### src/rtl/vna_pkg.sv
// ----------------------------------------------------------------------------
// vna_pkg: shared definitions for the vertex normal accumulator
// Operation codes, queue entry kinds, the queue control struct and the
// saturating accumulator add.
// ----------------------------------------------------------------------------
`default_nettype none

package vna_pkg;

   localparam int IDX_BITS    = 11;
   localparam int OP_BITS     = 2;
   localparam int NORM_BITS   = 16;
   localparam int SUM_BITS    = 64;
   localparam int QUEUE_DEPTH = 2;

   localparam logic [OP_BITS-1:0] OP_LOAD = 2'd0;
   localparam logic [OP_BITS-1:0] OP_FACE = 2'd1;
   localparam logic [OP_BITS-1:0] OP_READ = 2'd2;

   localparam logic [1:0] KIND_LOAD = 2'd0;
   localparam logic [1:0] KIND_FACE = 2'd1;
   localparam logic [1:0] KIND_READ = 2'd2;

   typedef logic signed [SUM_BITS-1:0] sum_type;

   localparam sum_type SUM_MAX = {1'b0, {(SUM_BITS-1){1'b1}}};
   localparam sum_type SUM_MIN = {1'b1, {(SUM_BITS-1){1'b0}}};

   // Head of the command queue as seen by the execution side.
   typedef struct packed {
      logic       valid;
      logic [1:0] kind;
      logic       bad;
   } entry_ctl_type;

   function automatic sum_type add_sat(input sum_type a, input sum_type b);
      logic signed [SUM_BITS:0] s;
      s = {a[SUM_BITS-1], a} + {b[SUM_BITS-1], b};
      if (s[SUM_BITS] != s[SUM_BITS-1]) begin
         return s[SUM_BITS] ? SUM_MIN : SUM_MAX;
      end
      return s[SUM_BITS-1:0];
   endfunction

endpackage

`default_nettype wire

### src/rtl/vna_front.sv
// ----------------------------------------------------------------------------
// vna_front: request intake
// Accepts requests, checks vertex indexes, drops requests that do nothing and
// queues the rest for the execution side.
// ----------------------------------------------------------------------------
`default_nettype none

module vna_front #(
   parameter int VERTEX_SLOTS = 1024,
   parameter int COORD_BITS   = 24
) (
   input  wire logic                                  clock,
   input  wire logic                                  reset,
   input  wire logic                                  req_valid,
   output      logic                                  req_stall,
   input  wire logic [vna_pkg::OP_BITS-1:0]           req_operation,
   input  wire logic [vna_pkg::IDX_BITS-1:0]          req_vertex_index,
   input  wire logic signed [COORD_BITS-1:0]          req_pos_x,
   input  wire logic signed [COORD_BITS-1:0]          req_pos_y,
   input  wire logic signed [COORD_BITS-1:0]          req_pos_z,
   input  wire logic [vna_pkg::IDX_BITS-1:0]          req_corner_a,
   input  wire logic [vna_pkg::IDX_BITS-1:0]          req_corner_b,
   input  wire logic [vna_pkg::IDX_BITS-1:0]          req_corner_c,
   input  wire logic                                  hold,
   input  wire logic                                  pop,
   output      vna_pkg::entry_ctl_type                head_ctl,
   output      logic [$clog2(VERTEX_SLOTS)-1:0]       head_slot_a,
   output      logic [$clog2(VERTEX_SLOTS)-1:0]       head_slot_b,
   output      logic [$clog2(VERTEX_SLOTS)-1:0]       head_slot_c,
   output      logic [3*COORD_BITS-1:0]               head_pos
);

   localparam int SLOT_BITS = $clog2(VERTEX_SLOTS);
   localparam int PTR_BITS  = $clog2(vna_pkg::QUEUE_DEPTH);
   localparam int CNT_BITS  = $clog2(vna_pkg::QUEUE_DEPTH + 1);

   function automatic logic slot_ok(input logic [vna_pkg::IDX_BITS-1:0] idx);
      return (idx != '0) && (32'(idx) <= 32'(VERTEX_SLOTS));
   endfunction

   logic [1:0]               kind_q_ff  [vna_pkg::QUEUE_DEPTH];
   logic                     bad_q_ff   [vna_pkg::QUEUE_DEPTH];
   logic [SLOT_BITS-1:0]     slot_a_q_ff[vna_pkg::QUEUE_DEPTH];
   logic [SLOT_BITS-1:0]     slot_b_q_ff[vna_pkg::QUEUE_DEPTH];
   logic [SLOT_BITS-1:0]     slot_c_q_ff[vna_pkg::QUEUE_DEPTH];
   logic [3*COORD_BITS-1:0]  pos_q_ff   [vna_pkg::QUEUE_DEPTH];

   logic [PTR_BITS-1:0] wr_ptr_ff, wr_ptr_in;
   logic [PTR_BITS-1:0] rd_ptr_ff, rd_ptr_in;
   logic [CNT_BITS-1:0] count_ff, count_in;

   logic       accept;
   logic       keep;
   logic [1:0] kind;
   logic       bad;
   logic       push;

   assign req_stall = hold || (count_ff == CNT_BITS'(vna_pkg::QUEUE_DEPTH));
   assign accept    = req_valid && !req_stall;

   // A load or face with an index out of range and an unknown operation leave
   // no trace; a read out of range still owes a degenerate result.
   always_comb begin
      keep = 1'b0;
      kind = vna_pkg::KIND_LOAD;
      bad  = 1'b0;
      unique case (req_operation)
         vna_pkg::OP_LOAD: begin
            keep = slot_ok(req_vertex_index);
            kind = vna_pkg::KIND_LOAD;
         end
         vna_pkg::OP_FACE: begin
            keep = slot_ok(req_corner_a) && slot_ok(req_corner_b)
                   && slot_ok(req_corner_c);
            kind = vna_pkg::KIND_FACE;
         end
         vna_pkg::OP_READ: begin
            keep = 1'b1;
            kind = vna_pkg::KIND_READ;
            bad  = !slot_ok(req_vertex_index);
         end
         default: begin
            keep = 1'b0;
         end
      endcase
   end

   assign push      = accept && keep;
   assign wr_ptr_in = push ? wr_ptr_ff + PTR_BITS'(1) : wr_ptr_ff;
   assign rd_ptr_in = pop ? rd_ptr_ff + PTR_BITS'(1) : rd_ptr_ff;
   assign count_in  = count_ff + CNT_BITS'(push) - CNT_BITS'(pop);

   always_ff @(posedge clock) begin
      if (reset) begin
         wr_ptr_ff <= '0;
         rd_ptr_ff <= '0;
         count_ff  <= '0;
      end else begin
         wr_ptr_ff <= wr_ptr_in;
         rd_ptr_ff <= rd_ptr_in;
         count_ff  <= count_in;
      end
   end

   always_ff @(posedge clock) begin
      if (push) begin
         kind_q_ff[wr_ptr_ff] <= kind;
         bad_q_ff[wr_ptr_ff]  <= bad;
         if (kind == vna_pkg::KIND_FACE) begin
            slot_a_q_ff[wr_ptr_ff] <= SLOT_BITS'(req_corner_a - 11'd1);
         end else begin
            slot_a_q_ff[wr_ptr_ff] <= SLOT_BITS'(req_vertex_index - 11'd1);
         end
         slot_b_q_ff[wr_ptr_ff] <= SLOT_BITS'(req_corner_b - 11'd1);
         slot_c_q_ff[wr_ptr_ff] <= SLOT_BITS'(req_corner_c - 11'd1);
         pos_q_ff[wr_ptr_ff]    <= {req_pos_z, req_pos_y, req_pos_x};
      end
   end

   assign head_ctl.valid = (count_ff != '0);
   assign head_ctl.kind  = kind_q_ff[rd_ptr_ff];
   assign head_ctl.bad   = bad_q_ff[rd_ptr_ff];
   assign head_slot_a    = slot_a_q_ff[rd_ptr_ff];
   assign head_slot_b    = slot_b_q_ff[rd_ptr_ff];
   assign head_slot_c    = slot_c_q_ff[rd_ptr_ff];
   assign head_pos       = pos_q_ff[rd_ptr_ff];

endmodule

`default_nettype wire

### config.mk
export PLATFORM = sky130hd
export DESIGN_NAME = vna_front
export DESIGN_NICKNAME = d
export VERILOG_FILES = /design/src/rtl/vna_pkg.sv /design/src/rtl/vna_front.sv
export SDC_FILE = /design/constraint.sdc
export NUM_CORES = 1
export LEC_CHECK = 0
export BUFFER_PORTS_ARGS = -buffer_cell sky130_fd_sc_hd__buf_4
export CAP_MARGIN = 10
export CELL_PAD_IN_SITES_DETAIL_PLACEMENT = 0
export CELL_PAD_IN_SITES_GLOBAL_PLACEMENT = 2
export CORE_MARGIN = 10
export CORE_UTILIZATION = 37
export CTS_BUF_LIST = sky130_fd_sc_hd__clkbuf_16
export CTS_CLUSTER_SIZE = 30
export DETAILED_ROUTE_END_ITERATION = 16
export GPL_ROUTABILITY_DRIVEN = 0
export PLACE_DENSITY_LB_ADDON = 0.1
export SYNTH_ARGS = -nofsm -noshare
export SYNTH_HDL_FRONTEND = slang
export SYNTH_SLANG_ARGS = --single-unit
### constraint.sdc
create_clock -name clock -period 13.8 [get_ports clock]
set_input_delay 1.38 -clock clock [delete_from_list [all_inputs] [get_ports clock]]
set_output_delay 1.38 -clock clock [all_outputs]
set_load 0.01 [all_outputs]
; ---- After elaboration in Yosys (flattened, before gate mapping)
; Memory sizes are Yosys's and may differ from the RTL's. A register that Yosys moved wholly into a read port is not among the register bits.
; Cells that the tools add are included.
[word_totals]
out_inout_bits = 107
regBits = 4
in_bits = 123
wordCells = 67
ram_bits = 210
memories = 6
[classes]
n_eq_ne = 4
bitwise = 1
mux = 24
n_lt_le_gt_ge = 4
n_reduce_logical = 17
addsub = 8
[memory_table]
columns = name, depth, word_bits, rd, rd_clocked_by_memory_dff, write_ports, line
row1 = pos_q_ff, 2, 72, 1, 1, 1, vna_front.sv:46  ; logic [3*COORD_BITS-1:0] pos_q_ff [vna_pkg::QUEUE_DEPTH];
row2 = slot_a_q_ff, 2, 10, 1, 1, 1, vna_front.sv:43  ; logic [SLOT_BITS-1:0] slot_a_q_ff[vna_pkg::QUEUE_DEPTH];
row3 = slot_b_q_ff, 2, 10, 1, 1, 1, vna_front.sv:44  ; logic [SLOT_BITS-1:0] slot_b_q_ff[vna_pkg::QUEUE_DEPTH];
row4 = slot_c_q_ff, 2, 10, 1, 1, 1, vna_front.sv:45  ; logic [SLOT_BITS-1:0] slot_c_q_ff[vna_pkg::QUEUE_DEPTH];
row5 = kind_q_ff, 2, 2, 1, 1, 1, vna_front.sv:41  ; logic [1:0] kind_q_ff [vna_pkg::QUEUE_DEPTH];
row6 = bad_q_ff, 2, 1, 1, 1, 1, vna_front.sv:42  ; logic bad_q_ff [vna_pkg::QUEUE_DEPTH];
[op_table]
columns = operator, n
row1 = $le 11x11->1 const B, 4
row2 = $reduce_bool 11->1, 4
row3 = $sub 10x1->10 const B, 4
row4 = $mux 1, 21
row5 = $mux 10, 1
row6 = $logic_and 1x1->1, 8
row7 = $eq 2x1->1 const B, 2
row8 = $eq 2x2->1 const B, 2
row9 = $pmux 2 s2, 1
row10 = $pmux 1 s3, 1
row11 = $add 1x1->1 const B, 2
row12 = $add 2x1->2, 1
row13 = $logic_not 1->1, 2
row14 = $logic_not 2->1, 1
row15 = $reduce_bool 2->1, 1
row16 = $sub 2x1->2, 1
row17 = $logic_or 1x1->1, 1
row18 = $or 1x1->1, 1

; ---- Logic depth before layout (Yosys ltp)
[depth]
word_depth = 9
depth_mapped = 13
depth_no_buf = 13

; ---- Worst setup path before layout
; No wires, ideal clock.
[synth_path]
path_type = input port to flip-flop
start = input req_corner_c[0] (netlist name)
end = memory bad_q_ff[0] (enable)
setup_time_ns = 0.720
n_path_buf = 0
t_required_ns = 13.080
arrival_ns = 10.280
path_stages = 7
slack_ns = 2.800
cell_sequence = inv_1 ha_1 nor3b_1 nor4b_1 xnor2_1 a31oi_1 nor3b_1
[synth_between]
elab_chain_len = 7
word_cells_on_any_way = 8
cone_classes = order compare: 1 / mux: 3 / reduce/logical: 4
[synth_lines]
columns = element, line
row1 = start: declaration, vna_front.sv:23  ; input wire logic [vna_pkg::IDX_BITS-1:0] req_corner_c,
row2 = $le 11x11->1 / $reduce_bool 11->1 (equally long branches), vna_front.sv:38  ; return (idx != '0) && (32'(idx) <= 32'(VERTEX_SLOTS));
row3 = $logic_and 1x1->1 (*), vna_front.sv:38
row4 = $logic_and 1x1->1 (*), vna_front.sv:74  ; && slot_ok(req_corner_c);
row5 = $pmux 1 s3 (*), vna_front.sv:67  ; unique case (req_operation)
row6 = $logic_and 1x1->1 (*), vna_front.sv:88  ; assign push = accept && keep;
row7 = $mux 1 (*), vna_front.sv:106  ; if (push) begin
row8 = $mux 1 (implied by the code) (*), vna_front.sv:108  ; bad_q_ff[wr_ptr_ff] <= bad;
row9 = end: declaration, vna_front.sv:42
; Every way passes the cells marked *; elsewhere a longest branch is shown, timed or not.

; ---- Final worst setup path
[layout_path]
start = input req_vertex_index[1] (netlist name)
end = memory slot_a_q_ff[1][6] (netlist name), data pin
[layout_between]
elab_chain_len = 7
word_cells_on_any_way = 9
cone_classes = add/sub: 1 / order compare: 1 / mux: 4 / reduce/logical: 3
[layout_lines]
columns = element, line
row1 = start: declaration, vna_front.sv:17  ; input wire logic [vna_pkg::IDX_BITS-1:0] req_vertex_index,
row2 = $le 11x11->1 / $reduce_bool 11->1 (equally long branches), vna_front.sv:38
row3 = $logic_and 1x1->1, vna_front.sv:38
row4 = $pmux 1 s3, vna_front.sv:67
row5 = $logic_and 1x1->1, vna_front.sv:88
row6 = $mux 1, vna_front.sv:106
row7 = $mux 1 (implied by the code), vna_front.sv:112  ; slot_a_q_ff[wr_ptr_ff] <= SLOT_BITS'(req_vertex_index - 11'd1);
row8 = $mux 10 (no source line) (*), --
row9 = end: declaration, vna_front.sv:43
; Marked as above.

==> qor.yml <==
sta:
  setup_violations: 0
  final.period_utilization_pct: 29.8
  rsz0062_at_grt: "no"
  hold_viol_final: 0
  clock-skew-final_ps: 15.1
  holdWs_ps: 505
  max_freq_ghz: 0.243
  worstMarginPinSlew_ps: 1030
  finalMaxSlewViolations: 0
  fin_tns_setup_ps: 0
  max_slew_margin_pct: 31.6
  min_period_ps: 4110
placement:
  io_buffers: 229
  dpl.hpwl_um: 14900
  place_area_um2: 10800
routing:
  vias: 5000
  dr.pass1.iters: 4
  drc: 0
  route.antenna.remaining_nets: 0
  wire_per_inst_um: 19.5
  wirelength_um: 20900
  viasPerCell: 4.68
  drt_iter0_drc: 256
critical_path:
  crit_type: "in -> reg"
  crit_chain: "buf_4 -> or4_1 -> or4_4 -> nand4_2 -> mux2i_1 -> ha_1 -> nand2b_1 -> or4_1 -> xor2_1 -> mux2i_1"
  crit_start: "req_vertex_index[1]"
  worst_setup_path_start_kind: "input pin"
  reg2reg_from: "count_ff[1]"
  timing.critical_path.buf_inv: 1
  max_stage_delay_ps: 610
  critPathCaptureType: "register"
  arrival_ps: 4350
  r2r_cells: 9
  crit_required_ps: 14030
  cp_top_family: "simple AND/OR/NAND/NOR gates"
  r2r_setup_slack_ps: 10600
  r2r_end: "slot_a_q_ff[1][6]"
  path_max_fanout: 15
  crit_slowest_cell: "or4_1"
yosys:
  syn_nets: 617
  syn_area_um2: 8690
  synth_seq_cells: 215
  ys_types: 41
  yosysWarnings: 0
  ys_seq_area_share_pct: 73.8
  syn_inst: 488
  syn_area_per_cell_um2: 17.8
  synth_top_area_cell: "edfxtp_1"
  yosysTopAreaCellShare_pct: 72.6
  synthTopCellsByArea: "edfxtp_1 (73%), mux2_2 (14%), xnor2_1 (1.8%)"
layout:
  layout_commonest_cell: "buf_4"
  nets: 864
  area_growth_pct: 32.9
  diodes: 0
  final_area_um2: 11500
  layout_common_cells: "buf_4 (234), edfxtp_1 (210), mux2_2 (105)"
  drive_gt1_share_pct: 50.6
clock_tree:
  cts_made_buffers: 24
  h-tree-depth: 1
  cts_resized: 0
  cts_sinks: 215
  cts_tree: "built"
  clkTransAtPathRegs_ps: 60
  postCtsSetupRepairBufs: 0
  clk_latency_ps: 510
  cts_max_path_buffers: 3
  holdBufCountCts: 0
  cts_root_buf: "clkbuf_16"
outcome:
  outcome: "completed"
floorplan:
  die_w_um: 173
  coreArea_um2: 23300
  ioPinCount: 230
  num_rows: 56
  dieArea_um2: 30000
  initial_utilization_pct: 37.3
  die_h_um: 173
power_and_ir_drop:
  leakage_uw: 0.00429
  peakVddDrop_v: 0.0000635
  powerDensity_nw_per_um2: 132
global_routing:
  grt_use_total_pct: 13.5
  grt_overflow_total: 0
  grt_max_degree: 75
  grt_pass1_wl_um: 31800
  grt_pass1_vias: 5512
  antenna_found_initial: 0
worst_hold_path:
  hold_start: "rd_ptr_ff"
  holdCritPathClass: "reg -> reg"
  hold_depth: 2
run:
  cap_violations: 0
## metal layers
| metal | routed length, um | GRT usage (%) |
|---|---|---|
| met4 | 277 | 3.27 |
| met2 | 10600 | 23.3 |
| met5 | 0 | 0 |
| met3 | 1480 | 4.31 |
| met1 | 8530 | 16.0 |
## worst max path at each step
| stage | end | slack, ps | cells past startpoint |
|---|---|---|---|
| after global routing | slot_a_q_ff[1][6] | 9500 | 10 |
| final | slot_a_q_ff[1][6] | 9690 | 10 |
| after floorplan | bad_q_ff[0] | 2800 | 7 |
| after CTS | head_slot_a[8] | 9650 | 3 |
| after detailed placement | pos_q_ff[0][27] | 9150 | 9 |
| after global placement | slot_a_q_ff[0][6] | 9150 | 10 |
## cell type report
class	instances	area, um^2
multi-input combinational	249	2200
clock buffer	25	626
fill	2069	11700
tap	319	399
inverter	11	41.3
sequential	215	6410
clock inverter	15	111
timing repair buffer	234	1760
## synth_stat cells, drive strengths merged
library cell,number
edfxtp,210
mux2,105
nor2,20
xnor2,18
xor2,16
nand2,13
inv,11
clkbuf,7
nor4,7
buf,6
ha,6
nand2b,6
nor2b,6
or4,6
dfxtp,5
mux2i,5
nand4,5
nor3,5
nor3b,4
a21oi,3
a31oi,3
or2,3
and3b,2
nand3,2
o21ai,2
a211o,1
a211oi,1
and2,1
and3,1
nor4b,1
nor4bb,1
o21a,1
o311a,1
o31a,1
o31ai,1
or2b,1
or3,1
## worst reg2reg max path, cell delays in order (launching register included)
cell and delay [ps]:
dfxtp_1 320, nor2b_1 160, nor3b_1 520, nand4_2 510, mux2i_1 400, ha_1 270, nand2b_1 100, or4_1 420
xor2_1 140, mux2i_1 100
## power by group
| part | switching [uW] | internal, uW |
|---|---|---|
| combinational | 82.0 | 92.3 |
| clock | 233 | 360 |
| sequential | 9.14 | 742 |
## flip-flops by register name, summed over array words and instances (netlist names), named ones only
signal	flops
pos_q_ff	144
slot_a_q_ff	20
rd_ptr_ff	1
count_ff	2
wr_ptr_ff	1
kind_q_ff	4
slot_c_q_ff	20
bad_q_ff	2
slot_b_q_ff	20
## through the flow
stage	std cells	util (%)	setup slack (ps)	power (uW)
finish	1068	49.6	9690	1520
global route	1068	49.6	9500	1590
CTS	1068	49.6	9650	1550
detailed placement	1028	46.5	9150	944
global placement	1028	46.5	9150	940
floorplan	488	-	2800	852
## logic make-up after synthesis
logic type               after synthesis  share of synthesized area, %
buffers and inverters                 24                          1.08
flip-flops                           215                          73.8
XOR/XNOR                              34                          3.43
multiplexers                         110                          14.2
AND/OR/NAND/NOR                       85                          5.53
adder cells (fa/ha/maj)                6                         0.864
AO/OA/AOI/OAI                         14                          1.15
Note: power is estimated with default switching activity, not from simulation.
